`src/hdl/cp_pkg.sv`:
```
// ----------------------------------------------------------------------------
// cp_pkg: shared types and constants of the CIGAR pileup counter
// Holds the operation record that passes from the parser to the engine,
// the command codes of the input channel and the character constants.
// ----------------------------------------------------------------------------
package cp_pkg;

   typedef enum logic [1:0] {
      CMD_BEGIN = 2'd0,
      CMD_LOAD  = 2'd1,
      CMD_CIGAR = 2'd2,
      CMD_QUERY = 2'd3
   } cmd_type;

   typedef enum logic [2:0] {
      OP_BEGIN  = 3'd0,
      OP_LOAD   = 3'd1,
      OP_MATCH  = 3'd2,
      OP_DELETE = 3'd3,
      OP_INSERT = 3'd4,
      OP_QUERY  = 3'd5
   } op_kind_type;

   typedef struct packed {
      op_kind_type kind;
      logic [31:0] arg;
   } op_type;

   typedef struct packed {
      logic clearing;
      logic idle;
   } eng_status_type;

   localparam int QUEUE_DEPTH = 4;
   localparam int QPTR_BITS   = $clog2(QUEUE_DEPTH);

   localparam logic [7:0] CHAR_ZERO = 8'h30;
   localparam logic [7:0] CHAR_M    = 8'h4D;
   localparam logic [7:0] CHAR_D    = 8'h44;
   localparam logic [7:0] CHAR_I    = 8'h49;
   localparam logic [7:0] CHAR_A    = 8'h41;
   localparam logic [7:0] CHAR_C    = 8'h43;
   localparam logic [7:0] CHAR_G    = 8'h47;
   localparam logic [7:0] CHAR_T    = 8'h54;

   localparam logic [2:0] CODE_A = 3'd0;
   localparam logic [2:0] CODE_C = 3'd1;
   localparam logic [2:0] CODE_G = 3'd2;
   localparam logic [2:0] CODE_T = 3'd3;
   localparam logic [2:0] CODE_N = 3'd4;

   localparam logic [11:0] RUN_MAX = 12'd4095;

endpackage

```
`src/hdl/cp_front.sv`:
```
// ----------------------------------------------------------------------------
// cp_front: command parser
// Accepts input transfers, decodes bases, accumulates CIGAR run lengths and
// queues one operation record for each begin, base load, query and M, D or I.
// ----------------------------------------------------------------------------
module cp_front
   import cp_pkg::*;
(
   input  logic        clock,
   input  logic        reset,
   input  logic        req_tvalid,
   output logic        req_tready,
   input  logic [55:0] req_tdata,
   input  logic        q_full,
   output logic        q_push,
   output op_type      q_op
);

   logic [11:0] run_ff, run_in;
   logic [15:0] prod;
   logic        accept;
   logic        push_c;
   cmd_type     cmd;
   logic [31:0] rpos;
   logic [7:0]  sym;
   logic [9:0]  qidx;

   function automatic logic [2:0] base_code(input logic [7:0] s);
      logic [2:0] code;
      case (s)
         CHAR_A:  code = CODE_A;
         CHAR_C:  code = CODE_C;
         CHAR_G:  code = CODE_G;
         CHAR_T:  code = CODE_T;
         default: code = CODE_N;
      endcase
      return code;
   endfunction

   always_comb begin
      cmd    = cmd_type'(req_tdata[1:0]);
      rpos   = req_tdata[33:2];
      sym    = req_tdata[41:34];
      qidx   = req_tdata[51:42];
      accept = req_tvalid && !q_full;
      push_c = 1'b0;
      run_in = run_ff;
      prod   = 16'(run_ff) * 16'd10 + 16'(sym - CHAR_ZERO);
      q_op.kind = OP_BEGIN;
      q_op.arg  = rpos;
      case (cmd)
         CMD_BEGIN: begin
            push_c = 1'b1;
            run_in = '0;
         end
         CMD_LOAD: begin
            push_c    = 1'b1;
            q_op.kind = OP_LOAD;
            q_op.arg  = 32'(base_code(sym));
         end
         CMD_CIGAR: begin
            q_op.arg = 32'(run_ff);
            if (sym inside {[8'h30:8'h39]}) begin
               run_in = (prod > 16'(RUN_MAX)) ? RUN_MAX : prod[11:0];
            end else if (sym inside {[8'h41:8'h5A], [8'h61:8'h7A]}) begin
               run_in = '0;
               if (sym == CHAR_M) begin
                  push_c    = 1'b1;
                  q_op.kind = OP_MATCH;
               end else if (sym == CHAR_D) begin
                  push_c    = 1'b1;
                  q_op.kind = OP_DELETE;
               end else if (sym == CHAR_I) begin
                  push_c    = 1'b1;
                  q_op.kind = OP_INSERT;
               end
            end
         end
         CMD_QUERY: begin
            push_c    = 1'b1;
            q_op.kind = OP_QUERY;
            q_op.arg  = 32'(qidx);
         end
         default: begin
            push_c = 1'b0;
         end
      endcase
   end

   always_ff @(posedge clock) begin
      if (reset) begin
         run_ff <= '0;
      end else if (accept) begin
         run_ff <= run_in;
      end
   end

   assign req_tready = !q_full;
   assign q_push     = accept && push_c;

endmodule

```
`config.mk`:
```
export PLATFORM = sky130hd
export DESIGN_NAME = cp_front
export DESIGN_NICKNAME = d
export VERILOG_FILES = /design/src/hdl/cp_pkg.sv /design/src/hdl/cp_front.sv
export SDC_FILE = /design/constraint.sdc
export NUM_CORES = 1
export LEC_CHECK = 0
export BUFFER_PORTS_ARGS = -buffer_cell sky130_fd_sc_hd__buf_2
export CORE_UTILIZATION = 55
export DETAILED_ROUTE_END_ITERATION = 10
export PLACE_DENSITY = 0.88
export RECOVER_POWER = 25
export SLEW_MARGIN = 15
export SYNTH_ARGS = -nofsm -noshare
export SYNTH_HDL_FRONTEND = slang
export SYNTH_SLANG_ARGS = --single-unit
export TNS_END_PERCENT = 30
```
`constraint.sdc`:
```
create_clock -name clock -period 9.7 [get_ports clock]
set_input_delay 1.455 -clock clock [delete_from_list [all_inputs] [get_ports clock]]
set_output_delay 1.455 -clock clock [all_outputs]
set_load 0.05 [all_outputs]
```
* Word-level counts from Yosys, hierarchy flattened
Index checks and enable logic that the tools add are counted.
Word-level totals: flip-flop bits (word level) 12
Cells by class: order comparisons 7, add/subtract/negate cells 2, reductions and logical operators 11, mux-type cells 17, multipliers 1, equal/unequal tests 11
Operators with widths (count):
- $pmux 35 s3 | 1
- $eq 8x7->1 const B | 7
- $mux 12 | 3
- $pmux 12 s2 | 1
- $add 16x16->16 | 1
- $ge 8x7->1 const B | 2
- $gt 16x12->1 const B | 1
- $le 8x7->1 const B | 2
- $mul 12x3->15 const B | 1
- $mux 3 | 5
- $pmux 3 s4 | 1
- $sub 8x6->9 const B | 1
- $ge 8x6->1 const B | 1
- $le 8x6->1 const B | 1
- $logic_and 1x1->1 | 5
- $mux 1 | 5
- $eq 2x2->1 const B | 2
- $reduce_bool 2->1 | 2
- $ne 3x3->1 const B | 1
- $reduce_and 3->1 | 1
- $reduce_or 3->1 | 1
- $eq 2x1->1 const B | 1
- $logic_not 2->1 | 1
- $pmux 1 s2 | 1
- $logic_not 1->1 | 1

* Logic depth before layout (Yosys ltp)
Gate-level depths: netlist (run 1).
depth after elaboration 8, mapped depth 18, depth with buffers taken out 17

* Worst setup path before layout (run 1)
Ideal clock, no wire load.
kind input to output, start point in req_tdata[38], end point out q_op[32] in the netlist's numbering, setup slack 4.142 ns, required time 8.245 ns, stages on the path 7, arrival 4.103 ns, path buffers 0, path through inv_1 > ha_1 > or2_2 > o221ai_1 > o21a_1 > nand2_1 > o41ai_1
RTL lines:
- start, declared | line cp_front.sv:13 | input logic [55:0] req_tdata,
- end, declared | line cp_front.sv:16 | output op_type q_op

==> results.yml, run 1 <==
yosys:
  syn-cell-area_um2: 2620
  synth_cell_types: 55
  synthFlopType: "dfxtp_1"
  ys_ff_latch: 12
  yosys_warnings: 0
  synth_cells: 339
  synth_fp_nets: 440
  synth_edf_count: 0
  synth.avg_cell_area_um2: 7.74
  synthArstFlopShare_pct: 0
  ys_seq_area_share_pct: 9.16
clocking:
  ctsResizeCount: 0
  clkLatencyLatePin_ns: 0.24
  h-tree-depth: 1
  clk_pin_slew_ns: 0.06
  cts_num_sinks: 12
  post_cts_buffers: 0
  root_buffer: "clkbuf_8"
  tritoncts: "yes"
  clock_path_buffers: 2
  ctsHoldBuffers: 0
  numCtsBuffers: 3
sta:
  fin_skew_ns: 0.000807
  max-slew-margin-rel_pct: 25.1
  fmaxAchievable_ghz: 0.208
  setup_viol: 0
  setup_tns_ns: 0
  tightest_slew_ns: 1.12
  rsz0062_at_grt: "no"
  period_share_pct: 49.6
  hold_viol: 0
  post-route-min-period_ns: 4.81
  slew_violations: 0
placement:
  gp_congestion: 0.899
  dpl_cell_area_um2: 3120
  dp_hpwl_um: 5900
  portBuffers: 92
detailed_routing:
  drt-wirelength-per-cell_um: 15.0
  first_pass_iters: 8
  vias: 2876
  drc: 13
  antenna_left: 0
  wl_met3_um: 414
  wl_um: 7190
  via_per_inst: 6.00
  dr.first_iter.drc_count: 154
  met2_length_um: 3550
  top_layer_used: "met4"
  wl_met1_um: 3060
setup_path:
  critPathArrivalTime_ns: 3.35
  crit_slowest_cell: "buf_2"
  rr_worst_depth: 18
  cp-end-kind: "output pin"
  path_class: "input port to output pin"
  crit_fanout: 6
  r2r_end: "run_ff[6]$_SDFFE_PP0P_"
  path_cells: "buf_2 > inv_1 > ha_1 > or2_2 > o221ai_1 > o21a_1 > nand2_1 > o41ai_1 > buf_2"
  critical_path.endpoint: "q_op[32]"
  crit_path_start_kind: "input port"
  reg2reg_from: "run_ff[1]$_SDFFE_PP0P_"
  cpMostUsedCell: "buf_2"
  crit_path_max_incr_delay_ns: 0.32
  cp_data_required_time_ns: 8.25
  rrSetupSlack_ns: 5.38
  startpoint: "req_tdata[38]"
grt:
  grt_pass1_vias: 2656
  grt_start_max_net_pins: 28
  track_usage_pct: 28.6
  overflow: 0
  antenna_found_initial: 0
  grt_pass1_wl_um: 11800
pwr:
  p_seq_share_pct: 24.6
  power.internal_w: 0.000116
  combPwrFrac_pct: 48.1
  p_clk_share_pct: 27.4
  ir_drop_mv: 0.0392
  power_leakage_nw: 1.64
  swShare_pct: 42.4
  p_sw_w: 0.0000859
  cellPowerDensity_nw_per_um2: 64.1
job:
  cap_violations: 0
status:
  run_status: "complete, but fails checks"
  violations: "design-rule violations"
cells_and_area:
  final_cell_area_um2: 3160
  diodes: 0
  num-fill-cells: 359
  top_regs: "run_ff (12)"
  top_register: "run_ff"
  fin_nets: 529
  final_core_util_pct: 70.6
  largest_reg_flops: 12
  layout-drive-gt1-share_pct: 25.1
  syn_to_final_growth_pct: 20.4
floorplanning:
  core_area_um2: 4470
  io_pins: 97
  fp.dieH_um: 71.1
  design.die.area_um2: 5050
  initial_core_util_pct: 58.6
  die_x_um: 71.1
  rows: 24
min_path:
  hold_class: "flop to flop"
power by group through the flow:
stage	Sequential, W	Combinational, W	Clock, W
after floorplan	0.0000507	0.0000691	0
after global placement	0.0000507	0.0000949	0
after detailed placement	0.0000507	0.0000967	0
after CTS	0.0000497	0.0000972	0.0000540
after global routing	0.0000497	0.000104	0.0000577
final	0.0000497	0.0000973	0.0000554
stage by stage:
step / std cells / hold slack [ns] / total power, W / setup slack (ns)
after global routing: 479 / 0.733 / 0.000211 / 4.74
after detailed placement: 475 / 0.662 / 0.000147 / 4.93
final: 479 / 0.694 / 0.000202 / 4.89
after global placement: 475 / 0.660 / 0.000146 / 4.92
after floorplan: 339 / 0.621 / 0.000120 / 4.14
after CTS: 479 / 0.685 / 0.000201 / 4.92
cells in the final DEF, fill, tap and decap left out, types with 10 or more instances in the layout:
cell       n
nor2_1    46
clkbuf_1  11
ha_1      39
inv_1     11
xor2_1    10
xnor2_1   11
nand2_1   21
mux2i_1   13
and2_1    32
dfxtp_1   12
a21oi_1   18
o21ai_0   19
buf_2     81
worst min path at each step:
| stage | startpoint | endpoint | slack, ns | cells past startpoint |
|---|---|---|---|---|
| after CTS | run_ff[6]$_SDFFE_PP0P_ | run_ff[6]$_SDFFE_PP0P_ | 0.68 | 3 |
| final | run_ff[6]$_SDFFE_PP0P_ | run_ff[6]$_SDFFE_PP0P_ | 0.69 | 3 |
| after floorplan | run_ff[6]$_SDFFE_PP0P_ | run_ff[6]$_SDFFE_PP0P_ | 0.62 | 3 |
| after detailed placement | run_ff[6]$_SDFFE_PP0P_ | run_ff[6]$_SDFFE_PP0P_ | 0.66 | 3 |
| after global routing | run_ff[7]$_SDFFE_PP0P_ | run_ff[7]$_SDFFE_PP0P_ | 0.73 | 3 |
| after global placement | run_ff[6]$_SDFFE_PP0P_ | run_ff[6]$_SDFFE_PP0P_ | 0.66 | 3 |
per-layer routing:
layer	vias up	global-route usage, %
li1	1414	-
met1	1324	34.1
met2	117	53.3
met3	21	3.13
met4	0	9.33
met5	-	0
cells in the mapped netlist, types with 2 or more instances:
library cell	n	area [µm²]
nor2_1	46	173
ha_1	39	488
and2_1	32	200
nand2_1	21	78.8
o21ai_0	19	95.1
a21oi_1	18	90.1
mux2i_1	13	130
dfxtp_1	12	240
inv_1	11	41.3
xnor2_1	11	96.3
xor2_1	10	87.6
a41oi_2	9	146
clkbuf_1	7	26.3
nor2b_1	7	43.8
nor3_1	7	35.0
a21o_1	6	45.0
nand3_1	6	30.0
nand2b_1	5	31.3
o21a_1	5	37.5
a211oi_1	4	30.0
o21bai_1	3	22.5
o31ai_1	3	22.5
a211o_1	2	17.5
a221oi_1	2	17.5
a41oi_1	2	17.5
and3_1	2	12.5
buf_2	2	10.0
buf_6	2	22.5
fa_1	2	40.0
nand4b_1	2	17.5
nor4bb_1	2	20.0
o211ai_1	2	15.0
o41ai_1	2	17.5
or2_2	2	12.5
critical path: cells and delay by family:
family | cells | cell delay [ns]
AND/OR/NAND/NOR | 2 | 0.38
AO/OA/AOI/OAI | 3 | 0.71
adder cells (fa/ha/maj) | 1 | 0.27
buffers and inverters | 3 | 0.54
kinds of logic after synthesis:
family / after synthesis / synth area share (%)
DFF: 12 / 9.16
muxes: 13 / 4.96
xor gates and xnor gates: 21 / 7.01
adders and majority gates: 41 / 20.1
AOI/OAI and AO/OA: 90 / 28.0
buffers and inverters: 24 / 4.25
and+or+nand+nor: 138 / 26.5
layout make-up:
cell class,count,area (µm²),area share [%]
well taps,52,65.1,2.06
multi-input cells,303,2270,71.9
inverters,11,41.3,1.31
flip-flops and latches,12,240,7.61
clock buffers,4,55.1,1.74
repair buffers,97,484,15.3
Power figures use the tool's default switching activity.
==> inputs of run 2 (changes only) <==
Settings changed: CORE_UTILIZATION 55 to 51, PLACE_DENSITY 0.88 to 0.82.
Clock period 9.7 ns to 4.7 ns, I/O delays scaled along.
==> run 2 against run 1 <==
Effect of this change: the flow now finishes without violations; combinational power increased by 110%; sequential share of layout area about the same; core utilization decreased by 5.2 points; hold slack improved by 0.0028 ns; highest routed layer unchanged.
==> results.yml, run 2 (synthesis gave the netlist of run 1 again) <==
sta:
  fmaxAchievable_ghz: 0.234
  max-slew-margin-rel_pct: 21.0
  hold_viol: 0
  rsz0062_at_grt: "no"
  setup_tns_ns: 0
  period_share_pct: 91.0
  post-route-min-period_ns: 4.28
  setup_viol: 0
  fin_skew_ns: 0.00560
  tightest_slew_ns: 1.18
  slew_violations: 0
grt:
  grt_pass1_vias: 2654
  antenna_found_initial: 0
  overflow: 0
  track_usage_pct: 28.3
  grt_start_max_net_pins: 28
  grt_pass1_wl_um: 12000
job:
  cap_violations: 0
detailed_routing:
  vias: 2845
  wl_um: 7170
  drc: 0
  drt-wirelength-per-cell_um: 14.5
  via_per_inst: 5.76
  dr.first_iter.drc_count: 221
  first_pass_iters: 4
  antenna_left: 0
cells_and_area:
  final_core_util_pct: 65.4
  syn_to_final_growth_pct: 20.8
  multi_input_area_um2: 2270
  layout.cells.most_common: "buf_2"
  diodes: 0
  top_regs: "run_ff (12)"
  final_cell_area_um2: 3170
  num-fill-cells: 412
  fin_nets: 530
  regArea_um2: 240
  largest_reg_flops: 12
  layout-drive-gt1-share_pct: 25.1
  final_cells: 494
  final_cell_mix: "buf_2, nor2_1, ha_1"
  top_register: "run_ff"
setup_path:
  critPathArrivalTime_ns: 4.38
  rr_worst_depth: 18
  crit_path_start_kind: "flop"
  cp_data_required_time_ns: 4.80
  rrSetupSlack_ns: 0.42
  startpoint: "run_ff[1]$_SDFFE_PP0P_"
  r2r_end: "run_ff[7]$_SDFFE_PP0P_"
  path_class: "flop to flop"
  crit_fanout: 12
  cp-end-kind: "flop"
  reg2reg_from: "run_ff[1]$_SDFFE_PP0P_"
floorplanning:
  rows: 25
  core_area_um2: 4850
  io_pins: 97
  initial_core_util_pct: 54.1
  design.die.area_um2: 5430
  fp.dieH_um: 73.7
  die_x_um: 73.7
clocking:
  clk_pin_slew_ns: 0.05
  tritoncts: "yes"
  ctsResizeCount: 0
  ctsHoldBuffers: 0
  root_buffer: "clkbuf_8"
  h-tree-depth: 1
  clkLatencyLatePin_ns: 0.24
  cts_num_sinks: 12
  numCtsBuffers: 3
  clock_path_buffers: 2
  post_cts_buffers: 0
pwr:
  p_clk_share_pct: 23.1
  power.internal_w: 0.000224
  p_sw_w: 0.000174
  power_leakage_nw: 1.63
  cellPowerDensity_nw_per_um2: 125
  ir_drop_mv: 0.0764
  p_seq_share_pct: 25.9
  swShare_pct: 43.7
  combPwrFrac_pct: 51.1
min_path:
  min_path_cells: 3
  hold_end: "run_ff[6]$_SDFFE_PP0P_"
  min_from: "run_ff[6]$_SDFFE_PP0P_"
  hold_class: "flop to flop"
status:
  run_status: "complete, no violations"
placement:
  gp_congestion: 0.960
  portBuffers: 92
  dp_cells: 491
  dpl_cell_area_um2: 3140
  dp_hpwl_um: 5930
==> run 2: changes by cell type in the layout (fill, tap and decap cells not counted), sizes merged <==
cell    change
buf         +1
clkbuf      -1
==> run 2: through the flow <==
stage | setup WS [ns] | power (W) | hold slack [ns]
finish | 0.422 | 0.000397 | 0.697
global route | 0.0837 | 0.000426 | 0.737
CTS | 0.441 | 0.000400 | 0.693
detailed placement | 0.462 | 0.000307 | 0.681
global placement | 0.556 | 0.000304 | 0.661
floorplan | 0.642 | 0.000247 | 0.621
==> run 2: cell type report <==
class,instances,area share [%]
clock buffer,3,1.30
inverter,11,1.30
multi-input combinational,303,71.7
sequential,12,7.58
tap,67,2.65
timing repair buffer,98,15.5
==> run 2: worst max-delay path by stage <==
stage | end | slack (ns) | cells after the start
after floorplan | q_op[32] | 0.64 | 7
after global placement | run_ff[6]$_SDFFE_PP0P_ | 0.56 | 18
final | run_ff[7]$_SDFFE_PP0P_ | 0.42 | 18
after detailed placement | run_ff[7]$_SDFFE_PP0P_ | 0.46 | 18
after global routing | run_ff[7]$_SDFFE_PP0P_ | 0.08 | 18
after CTS | run_ff[7]$_SDFFE_PP0P_ | 0.44 | 18
==> run 2: power groups by stage <==
| stage | registers [W] | logic (W) | clock network, W |
|---|---|---|---|
| global route | 0.000103 | 0.000221 | 0.000103 |
| global placement | 0.000105 | 0.000199 | 0 |
| finish | 0.000103 | 0.000203 | 0.0000917 |
| floorplan | 0.000105 | 0.000143 | 0 |
| detailed placement | 0.000105 | 0.000202 | 0 |
| CTS | 0.000103 | 0.000203 | 0.0000942 |
==> run 2: worst max-delay path: stages, from the launching register on <==
cell      delay (ns)
dfxtp_1         0.43
ha_1            0.28
ha_1            0.24
fa_1            0.41
a21o_1          0.17
a21oi_1         0.23
o21bai_1        0.09
a21oi_1         0.23
o21ai_0         0.22
xor2_1          0.21
ha_1            0.33
a21o_1          0.18
a21o_1          0.17
a21oi_1         0.16
nand2b_1        0.14
o211ai_2        0.10
xnor2_1         0.16
buf_4           0.25
a41oi_1         0.13
==> run 2: per-layer routing <==
metal / part of all wire, % / GRT usage, %
met1: 42 / 33.3
met2: 49 / 47.1
met3: 7.3 / 6.45
met4: 2.1 / 16.0
met5: 0 / 0
