### config.mk
export PLATFORM = sky130hd
export DESIGN_NAME = cp_queue
export DESIGN_NICKNAME = d
export VERILOG_FILES = /design/src/hdl/cp_pkg.sv /design/src/hdl/cp_queue.sv
export SDC_FILE = /design/constraint.sdc
export NUM_CORES = 1
export LEC_CHECK = 0
export BUFFER_PORTS_ARGS = -buffer_cell sky130_fd_sc_hd__buf_2
export CAP_MARGIN = 20
export CORE_MARGIN = 8
export CORE_UTILIZATION = 61
export CTS_CLUSTER_DIAMETER = 80
export DETAILED_ROUTE_END_ITERATION = 10
export GPL_ROUTABILITY_DRIVEN = 0
export PLACE_DENSITY = 0.91
export REMOVE_ABC_BUFFERS = 1
export SLEW_MARGIN = 20
export SYNTH_ARGS = -nofsm -noshare
export SYNTH_HDL_FRONTEND = slang
export SYNTH_SLANG_ARGS = --single-unit
### constraint.sdc
create_clock -name clock -period 2.9 [get_ports clock]
set_clock_uncertainty 0.1 [all_clocks]
set_input_delay 0.435 -clock clock [delete_from_list [all_inputs] [get_ports clock]]
set_output_delay 0.435 -clock clock [all_outputs]
set_load 0.02 [all_outputs]
### src/hdl/cp_pkg.sv
// ----------------------------------------------------------------------------
// cp_pkg: shared types and constants of the CIGAR pileup counter
// Holds the operation record that passes from the parser to the engine,
// the command codes of the input channel and the character constants.
// ----------------------------------------------------------------------------
package cp_pkg;

   typedef enum logic [1:0] {
      CMD_BEGIN = 2'd0,
      CMD_LOAD  = 2'd1,
      CMD_CIGAR = 2'd2,
      CMD_QUERY = 2'd3
   } cmd_type;

   typedef enum logic [2:0] {
      OP_BEGIN  = 3'd0,
      OP_LOAD   = 3'd1,
      OP_MATCH  = 3'd2,
      OP_DELETE = 3'd3,
      OP_INSERT = 3'd4,
      OP_QUERY  = 3'd5
   } op_kind_type;

   typedef struct packed {
      op_kind_type kind;
      logic [31:0] arg;
   } op_type;

   typedef struct packed {
      logic clearing;
      logic idle;
   } eng_status_type;

   localparam int QUEUE_DEPTH = 4;
   localparam int QPTR_BITS   = $clog2(QUEUE_DEPTH);

   localparam logic [7:0] CHAR_ZERO = 8'h30;
   localparam logic [7:0] CHAR_M    = 8'h4D;
   localparam logic [7:0] CHAR_D    = 8'h44;
   localparam logic [7:0] CHAR_I    = 8'h49;
   localparam logic [7:0] CHAR_A    = 8'h41;
   localparam logic [7:0] CHAR_C    = 8'h43;
   localparam logic [7:0] CHAR_G    = 8'h47;
   localparam logic [7:0] CHAR_T    = 8'h54;

   localparam logic [2:0] CODE_A = 3'd0;
   localparam logic [2:0] CODE_C = 3'd1;
   localparam logic [2:0] CODE_G = 3'd2;
   localparam logic [2:0] CODE_T = 3'd3;
   localparam logic [2:0] CODE_N = 3'd4;

   localparam logic [11:0] RUN_MAX = 12'd4095;

endpackage

### src/hdl/cp_queue.sv
// ----------------------------------------------------------------------------
// cp_queue: short operation queue between parser and engine
// A small circular buffer of operation records with an occupancy count.
// ----------------------------------------------------------------------------
module cp_queue
   import cp_pkg::*;
(
   input  logic               clock,
   input  logic               reset,
   input  logic               push,
   input  op_type             op_in,
   output logic               full,
   input  logic               pop,
   output op_type             op_out,
   output logic               empty,
   output logic [QPTR_BITS:0] count
);

   op_type                 entry_ff [QUEUE_DEPTH];
   logic [QPTR_BITS-1:0]   wr_ptr_ff, wr_ptr_in;
   logic [QPTR_BITS-1:0]   rd_ptr_ff, rd_ptr_in;
   logic [QPTR_BITS:0]     count_ff, count_in;

   always_comb begin
      wr_ptr_in = push ? wr_ptr_ff + 1'b1 : wr_ptr_ff;
      rd_ptr_in = pop ? rd_ptr_ff + 1'b1 : rd_ptr_ff;
      count_in  = count_ff + (QPTR_BITS+1)'(push) - (QPTR_BITS+1)'(pop);
   end

   always_ff @(posedge clock) begin
      if (reset) begin
         wr_ptr_ff <= '0;
         rd_ptr_ff <= '0;
         count_ff  <= '0;
      end else begin
         wr_ptr_ff <= wr_ptr_in;
         rd_ptr_ff <= rd_ptr_in;
         count_ff  <= count_in;
      end
      if (push) begin
         entry_ff[wr_ptr_ff] <= op_in;
      end
   end

   assign full   = (count_ff == (QPTR_BITS+1)'(QUEUE_DEPTH));
   assign empty  = (count_ff == '0);
   assign op_out = entry_ff[rd_ptr_ff];
   assign count  = count_ff;

endmodule

* Yosys cells after proc, flatten, opt, wreduce, memory -nomap -nowiden
Memories as Yosys holds them, arrays and structs flattened. A register that Yosys moved wholly into a read port is not among the register bits.
Index checks and enable logic that the tools add are counted.
** Word-level totals
- Register bits after elaboration :: 7
- RAM bits :: 140
- Input bits :: 39
- Output and inout port bits :: 40
- Word-level logic and storage cells :: 14
- Memories :: 1
** Memory list
- entry_ff :: depth 4, bits a word 35, rd ports 1, clocked after memory_dff 1, wr ports 1, line cp_queue.sv:19 : op_type entry_ff [QUEUE_DEPTH];
** Operators by class
- $add $sub $neg :: 4
- Eq/ne operators :: 1
- Muxes and demuxes :: 4
- Reductions and logical operators :: 1
** Operators with widths (number)
- $add 2x1->2 const B :: 2
- $mux 2 :: 2
- $add 3x1->3 :: 1
- $eq 3x3->1 const B :: 1
- $logic_not 3->1 :: 1
- $sub 3x1->3 :: 1
- $mux 1 :: 2

* Depth between registers and ports, before layout
Gate-level depths: netlist (run 1).
- Depth after elaboration :: 3
- Gate-level depth with buffers :: 7
- Gate-level depth less buffers :: 7

* Least setup slack after synthesis (run 1)
Ideal clock, no wire load.
- Path type :: reg2reg
- Start point :: reg count_ff[0], in the netlist count[0]
- End point :: reg count_ff[2], in the netlist count[2]
- Setup time :: 0.110 ns
- Data arrival time :: 1.732 ns
- Data required time :: 2.690 ns
- Slack :: 0.958 ns
- Stages on the path, launching flop included :: 8
- Path buffers :: 0
- Period minus slack after synthesis :: 1.942 ns
- Cells stage by stage :: dfxtp_1 -> inv_1 -> ha_1 -> inv_1 -> ha_1 -> fa_1 -> xor3_1 -> nor2_1
** Between the ends
- Cells in the longest elaborated chain, start to end :: 2
** RTL lines
- from (decl) :: line cp_queue.sv:22 : logic [QPTR_BITS:0] count_ff, count_in;
- from (signal assigned) :: line cp_queue.sv:38 : count_ff <= count_in;
- $add 3x1->3 :: line cp_queue.sv:27 : count_in = count_ff + (QPTR_BITS+1)'(push) - (QPTR_BITS+1)'(pop);
- $sub 3x1->3 :: line cp_queue.sv:27
No other way between the ends.
A chain may end at the register's enable or synchronous reset.

==> results.md, run 1 <==
* Final slew viol count at 0
* DRT antenna net count at 0
* Distinct cells, synth at 22
* Finished Core Util at 75.9%
* Drt initial violations at 120
* Global-route wire length before repair at 15600 um
* Worst Path Class, Setup: flip-flop to output port
* Initial Utilization at 63.2%
* Worst-path maximum fanout at 26
* Register area share after synthesis at 79.1%
* Die area at 12400 um^2
* Port Buf Inserts at 78
* Clock root buffer: clkbuf_8
* Routed wire per std cell at 22.7 um
* FF-to-FF setup slack at 990 ps
* Avg Vias per Cell at 5.82
* Layout Cells excl Fill at 442
* ANT cells at 0
* Final Setup Violations at 0
* CTS max path bufs at 2
* Antenna violations before repair at 1
* Mapped Area at 5540 um^2
* CTS H-tree depth at 4
* Final net count at 369
* CTS tree: yes
* Chip Width at 111 um
* Arr. time, crit path at 2130 ps
* Clock-pin slew on the worst setup and hold paths at 60 ps
* Critical Path End Type: output port
* Routed WL at 10000 um
* Fmax at 375 MHz
* RSZ-0062 raised after global routing: false
* Post-DP HPWL at 6360 um
* R2r endpoint: count[2]$_SDFF_PP0_
* Synth Warn # at 0
* Period utilisation layout at 91.9%
* CTS sink count at 149
* Slew @ Worst Pin at 672 ps
* Hold_buf cts at 0
* Type of origin of the critical path: flip-flop
* Area growth from synthesis to final layout at 20.0%
* Hold Vio Cnt, Final at 0
* Number of buffers created by CTS at 17
* Cell area power density at 782 nW/um^2
* Share of cells above drive strength 1 at 46.1%
* Placed Cells at 412
* Pwr Total at 5200 uW
* Launching point of the worst reg2reg path: count[0]$_SDFF_PP0_
* Number of synthesized register bits at 149
* Drt pass-1 iters at 4
* WHS at 43.9 ps
* Slew margin rel. at 55.2%
* VDD IR max at 0.000501 V
* Chip Height at 111 um
* Hold depth at 1
* Synth Instances at 225
* Hold path start: op_in[29]
* DR vias at 2572
* GRT Util Overall at 16.8%
* Final min period at 2670 ps
* Required time of the critical path at 2370 ps
* Post-synthesis average cell area at 24.6 um^2
* Worst Hold Class: input port to flip-flop
* Setup_tns at 0 ps
* DRC viols at 0
* GRT overflow at 0
* Worst Hold End: entry_ff[0][29]$_DFFE_PP_
* Largest net degree at the start of global routing at 36
* Worst skew pair latency at 500 ps
* Setup Buffers After CTS at 0
* Post-CTS sizing at 0
* Most frequent cells in the layout: 140 x edfxtp_1, 78 x buf_2, 30 x mux4_2
* Num rows at 34
* Static leakage at 0.00234 uW
* Reg2Reg Depth at 7
* Commonest non-fill, non-tap cell in the layout: edfxtp_1
* Max_cap viols at 0
* Core area at 8760 um^2
* Vias in the first global route at 2846
* IO Pins at 79
* Status: finished clean
-- cell type report --
type                    count  area (um^2)
well taps                 108          135
repair buffers             87          483
inverters                   6         22.5
flip-flops and latches    149         4390
clock inverters            13          160
fillers                   494         2110
clock buffers              17          414
multi-input cells          62         1050
-- per-stage QoR --
stage / worst slack [ps] / area, um^2
after floorplan: 40.2 / 5450
after global placement: 769 / 6080
after detailed placement: 721 / 6080
after CTS: 153 / 6650
after global routing: 74.5 / 6650
final: 234 / 6650
-- where the power goes --
part	switching (uW)	total [uW]	internal, uW
logic	322	571	248
clock network	808	2110	1300
registers	54.5	2530	2470
total	1190	5200	4020
-- sequential cells by signal (all words and copies together) (netlist names), named ones only --
signal and count:
count 3, rd_ptr_ff 2, wr_ptr_ff 2, entry_ff 140
-- synthesized netlist by cell type --
cell type,n,share of area [%]
xnor2_1,2,0.32
a21oi_1,1,0.090
mux2i_1,1,0.18
buf_6,1,0.20
fa_1,1,0.36
xor3_1,1,0.43
dfxtp_1,9,3.3
edfxtp_1,140,76
ha_1,6,1.4
inv_1,6,0.41
and2_1,4,0.45
buf_12,3,1.1
and3_1,1,0.11
nand3b_1,1,0.14
mux4_1,5,2.4
a21bo_2,1,0.18
nor3_1,1,0.090
nor2_1,5,0.34
clkbuf_2,1,0.090
buf_2,3,0.27
mux4_2,30,12
nor2b_1,2,0.23
-- logic make-up (layout without fill, tap and decap cells) --
kind of cell | after synthesis | after routing | share of synthesized area [%]
flip-flops | 149 | 149 | 79.1
multiplexers | 36 | 36 | 14.7
AND/OR/NAND/NOR | 14 | 14 | 1.35
buffers and inverters | 14 | 123 | 2.05
adder cells (fa/ha/maj) | 7 | 7 | 1.72
XOR/XNOR | 3 | 3 | 0.745
AO/OA/AOI/OAI | 2 | 2 | 0.271
-- routing by layer --
layer	GRT usage, %	share of wire [%]
met2	27.3	51
met5	0	0.12
met4	6.13	0.93
met1	19.6	42
met3	7.20	6.3
-- critical path: stages (launching register included) --
cell and delay [ps]:
dfxtp_2 560, buf_12 290, mux4_1 600, buf_2 180
-- worst max-delay path by stage --
| stage | end | slack, ps | cells past startpoint |
|---|---|---|---|
| after CTS | op_out[34] | 150 | 3 |
| final | op_out[34] | 230 | 3 |
| after global routing | op_out[34] | 70 | 3 |
| after detailed placement | op_out[34] | 720 | 3 |
| after floorplan | op_out[0] | 40 | 1 |
| after global placement | op_out[34] | 770 | 3 |
Note: power is estimated with default switching activity, not from simulation.
==> run 2, diff against run 1 <==
--- a/config.mk
+++ b/config.mk
@@ -7,6 +7,7 @@
 export LEC_CHECK = 0
 export BUFFER_PORTS_ARGS = -buffer_cell sky130_fd_sc_hd__buf_2
 export CAP_MARGIN = 20
+export CORE_ASPECT_RATIO = 0.7
 export CORE_MARGIN = 8
 export CORE_UTILIZATION = 61
 export CTS_CLUSTER_DIAMETER = 80
==> run 2 against run 1 <==
Clock power rose by 2%. Sequential power barely moved. Worst setup slack improved by 200 ps. Die area rose by 0.40%. Combinational power rose by 1%. Register-to-register slack got worse by 30 ps. Cell area rose by 0.64%. Largest cell class unchanged.
==> results.md, run 2 (synthesis results as in run 1) <==
* IO Pins at 79
* Number of buffers created by CTS at 17
* Hold Vio Cnt, Final at 0
* Initial Utilization at 61.8%
* Most flops, register: entry_ff
* Clock root buffer: clkbuf_16
* Port Buf Inserts at 78
* DR vias at 2578
* Fillcell total at 505
* Avg Vias per Cell at 5.58
* CTS H-tree depth at 4
* CTS max path bufs at 2
* Worst skew pair latency at 400 ps
* Largest register FFs at 140
* Type of origin of the critical path: flip-flop
* Post-CTS sizing at 0
* Period utilisation layout at 85.1%
* DRC viols at 0
* Routed met2 length at 4930 um
* Final min period at 2470 ps
* CTS sink count at 149
* GRT overflow at 0
* Post-DP HPWL at 6220 um
* Cell area power density at 784 nW/um^2
* Worst Path Class, Setup: flip-flop to output port
* Seq pwr share at 47.8%
* Most frequent cells in the layout: 140 x edfxtp_1, 78 x buf_2, 30 x mux4_2
* Fmax at 405 MHz
* Critical Path End Type: output port
* Status: finished clean
* Hold depth at 1
* Internal cell power at 4090 uW
* Combinational share of power at 11.0%
* Routed WL at 9750 um
* Arr. time, crit path at 1930 ps
* Share of cells above drive strength 1 at 45.6%
* Drt initial violations at 195
* CTS tree: yes
* Sw frac at 22.0%
* Hold_buf cts at 0
* Drt pass-1 iters at 4
* Routed length on met3 at 713 um
* RSZ-0062 raised after global routing: false
* Setup_tns at 0 ps
* Chip Width at 130 um
* Chip Height at 95.7 um
* GRT Util Overall at 17.0%
* Worst Hold Class: input port to flip-flop
* Die area at 12400 um^2
* Slew @ Worst Pin at 676 ps
* Num rows at 29
* Reg2Reg Depth at 4
* ANT cells at 0
* Clock-pin slew on the worst setup and hold paths at 60 ps
* Static leakage at 0.00236 uW
* Max_cap viols at 0
* Psw at 1150 uW
* Core area at 8960 um^2
* Setup Buffers After CTS at 0
* Area growth from synthesis to final layout at 20.8%
* Required time of the critical path at 2370 ps
* DRT antenna net count at 0
* Vias in the first global route at 2774
* Worst-path maximum fanout at 22
* Global-route wire length before repair at 15000 um
* Antenna violations before repair at 1
* Clock share of power at 41.2%
* Top Layer Used: met5
* Commonest non-fill, non-tap cell in the layout: edfxtp_1
* Wl on met1 at 4050 um
* VDD IR max at 0.000667 V
* Final slew viol count at 0
* Slew margin rel. at 54.9%
* Largest net degree at the start of global routing at 26
* Final net count at 371
* Finished Core Util at 74.7%
* Final Setup Violations at 0
* Routed wire per std cell at 21.1 um
==> run 2: critical path, stage by stage (launching register included) <==
cell and delay (ps):
dfxtp_2 330, buf_4 390, mux4_1 630, buf_2 180
==> run 2: worst paths after layout <==
check                                 start                   endpoint  slack (ps)
hold reg to reg   rd_ptr_ff[1]$_SDFFE_PP0P_                  flip-flop         450
setup reg to reg  wr_ptr_ff[0]$_SDFFE_PP0P_  entry_ff[0][17]$_DFFE_PP_         960
setup / recovery                  flip-flop                  op_out[3]         430
hold / removal                    op_in[11]  entry_ff[3][11]$_DFFE_PP_         150
==> run 2: stage by stage <==
step	area (um^2)	worst slack [ps]	power, uW	hold WS [ps]	std cells
2_1_floorplan	5450	40.2	2920	392	217
3_3_place_gp	6090	871	3120	417	430
3_5_place_dp	6090	837	3140	437	430
4_1_cts	6690	387	5290	130	462
5_1_grt	6690	299	5420	126	462
6_report	6690	432	5250	145	462
==> run 2: cell type report <==
cell class,instances,area (um^2),area share [%]
clock inverter,5,61.3,0.916
clock buffer,27,546,8.15
sequential,149,4390,65.5
timing repair buffer,89,473,7.07
inverter,6,22.5,0.337
multi-input combinational,62,1050,15.7
tap,124,155,2.32
==> run 2: power by group through the flow <==
stage                     registers (uW)  logic, uW  clock network (uW)
final                               2510        577                2160
after global routing                2520        620                2280
after CTS                           2510        589                2190
after detailed placement            2550        584                   0
after global placement              2550        571                   0
after floorplan                     2590        330                   0
==> run 2: per-layer routing <==
layer | track usage (%) | vias to the layer above
met5 | 0 | -
met4 | 4.04 | 2
met3 | 7.64 | 6
met2 | 27.8 | 87
met1 | 20.5 | 1342
li1 | - | 1141
==> run 3, diff against run 2 <==
--- a/config.mk
+++ b/config.mk
@@ -13,7 +13,7 @@
 export CTS_CLUSTER_DIAMETER = 80
 export DETAILED_ROUTE_END_ITERATION = 10
 export GPL_ROUTABILITY_DRIVEN = 0
-export PLACE_DENSITY = 0.91
+export PLACE_DENSITY = 0.84
 export REMOVE_ABC_BUFFERS = 1
 export SLEW_MARGIN = 20
 export SYNTH_ARGS = -nofsm -noshare
==> run 3 against run 2 <==
Cell count decreased by 0.22%. Worst hold slack got worse by 11 ps. First-iteration DRC count grew 3.1%. Maximum frequency shrank 1.5%. Core utilization increased by 0.25 points. Sequential cell count unchanged. Worst setup slack lost 37 ps. Wire length is 0.82% higher. Sequential share of layout area down 0.22 points. Critical path type unchanged. Highest routed layer is now met4.
==> results.md, run 3 (synthesis results as in run 1) <==
* Chip Width at 130 um
* Slew @ Worst Pin at 622 ps
* Antenna violations before repair at 0
* Fillcell total at 490
* Status: finished clean
* Num rows at 29
* CTS max path bufs at 2
* Drt initial violations at 201
* Avg Vias per Cell at 5.57
* Worst Hold Class: input port to flip-flop
* CTS H-tree depth at 4
* Hold_buf cts at 0
* Clock root buffer: clkbuf_16
* Worst skew pair latency at 410 ps
* Area growth from synthesis to final layout at 21.2%
* Required time of the critical path at 2370 ps
* Final Setup Violations at 0
* Max_cap viols at 0
* Largest register FFs at 140
* Cell area power density at 803 nW/um^2
* DR vias at 2567
* Max stage delay cell, worst path: dfxtp_2
* Global-route wire length before repair at 15200 um
* Final net count at 370
* Final slew viol count at 0
* Drt pass-1 iters at 4
* Initial Utilization at 61.8%
* Chip Height at 95.7 um
* Die area at 12400 um^2
* Slew margin rel. at 58.5%
* Critical Path End Type: output port
* Most frequent cells in the layout: 140 x edfxtp_1, 78 x buf_2, 30 x mux4_2
* Worst Path Class, Setup: flip-flop to output port
* CTS sink count at 149
* Post-DP HPWL at 6300 um
* Period utilisation layout at 86.4%
* Number of buffers created by CTS at 17
* Share of cells above drive strength 1 at 45.7%
* DP Area at 6080 um^2
* Clock-pin slew on the worst setup and hold paths at 60 ps
* Commonest non-fill, non-tap cell in the layout: edfxtp_1
* Static leakage at 0.00237 uW
* Worst-path maximum fanout at 22
* GRT overflow at 0
* VDD IR max at 0.000654 V
* Core area at 8960 um^2
* ANT cells at 0
* Design Area, Final at 6720 um^2
* Setup Buffers After CTS at 0
* Most flops, register: entry_ff
* Final min period at 2510 ps
* Critical-path cell list: buf_4, mux4_2, buf_2
* Placed Cells at 429
* Largest net degree at the start of global routing at 23
* Layout Cells excl Fill at 461
* Routed WL at 9830 um
* Type of origin of the critical path: flip-flop
* Setup_tns at 0 ps
* GRT Util Overall at 17.3%
* CP peak stage delay at 730 ps
* Fmax at 399 MHz
* Vias in the first global route at 2784
* IO Pins at 79
* Post-CTS sizing at 0
* CTS tree: yes
* Arr. time, crit path at 1970 ps
* RSZ-0062 raised after global routing: false
* DRC viols at 0
* Hold Vio Cnt, Final at 0
* Routed wire per std cell at 21.3 um
* Port Buf Inserts at 78
* DRT antenna net count at 0
## run 3: cell types whose count changed in the layout (fill, tap and decap cells not counted), sizes merged
| cell | before | now |
|---|---|---|
| bufinv | 1 | 4 |
| clkinv | 1 | 2 |
| buf | 89 | 88 |
| clkbuf | 27 | 24 |
| clkinvlp | 3 | 2 |
## run 3: routing by layer
metal	routed length [um]	track usage (%)	up-vias
met5	0	0	-
met4	171	7.22	0
met3	648	6.81	14
met2	4810	28.2	82
met1	4200	20.7	1330
li1	-	-	1141
## run 3: report_power, final
part           internal, uW  leakage [uW]  switching, uW
Combinational           243      0.000707            330
Clock                  1530      0.000306            771
Sequential             2470       0.00136           46.9
## run 3: area by class of cell
| class | count | area (um^2) | share of cell area [%] |
|---|---|---|---|
| clock buffers | 24 | 492 | 7.32 |
| clock inverters | 8 | 145 | 2.16 |
| inverters | 6 | 22.5 | 0.335 |
| multi-input cells | 62 | 1050 | 15.6 |
| flip-flops and latches | 149 | 4390 | 65.3 |
| well taps | 124 | 155 | 2.31 |
| repair buffers | 88 | 465 | 6.93 |
## run 3: through the flow
| step | hold WS [ps] | util (%) | total power (uW) | setup slack (ps) |
|---|---|---|---|---|
| floorplan | 392 | - | 2920 | 40.2 |
| global placement | 417 | 67.8 | 3120 | 871 |
| detailed placement | 438 | 67.8 | 3140 | 829 |
| CTS | 112 | 74.9 | 5450 | 363 |
| global route | 115 | 74.9 | 5570 | 306 |
| finish | 134 | 74.9 | 5390 | 394 |
## run 3: worst paths after layout
kind	end	depth (start not counted)	slack, ps	from
max	op_out[22]	3	390	flip-flop
min	entry_ff[2][5]$_DFFE_PP_	1	130	op_in[5]
max reg2reg	entry_ff[0][33]$_DFFE_PP_	4	990	wr_ptr_ff[0]$_SDFFE_PP0P_
min reg2reg	flip-flop	2	450	rd_ptr_ff[1]$_SDFFE_PP0P_
## run 3: worst max-delay path: cells and delay by family (launching register included)
kind	cells	cell delay [ps]
flops	1	730
mux	1	340
buf+inv	2	480
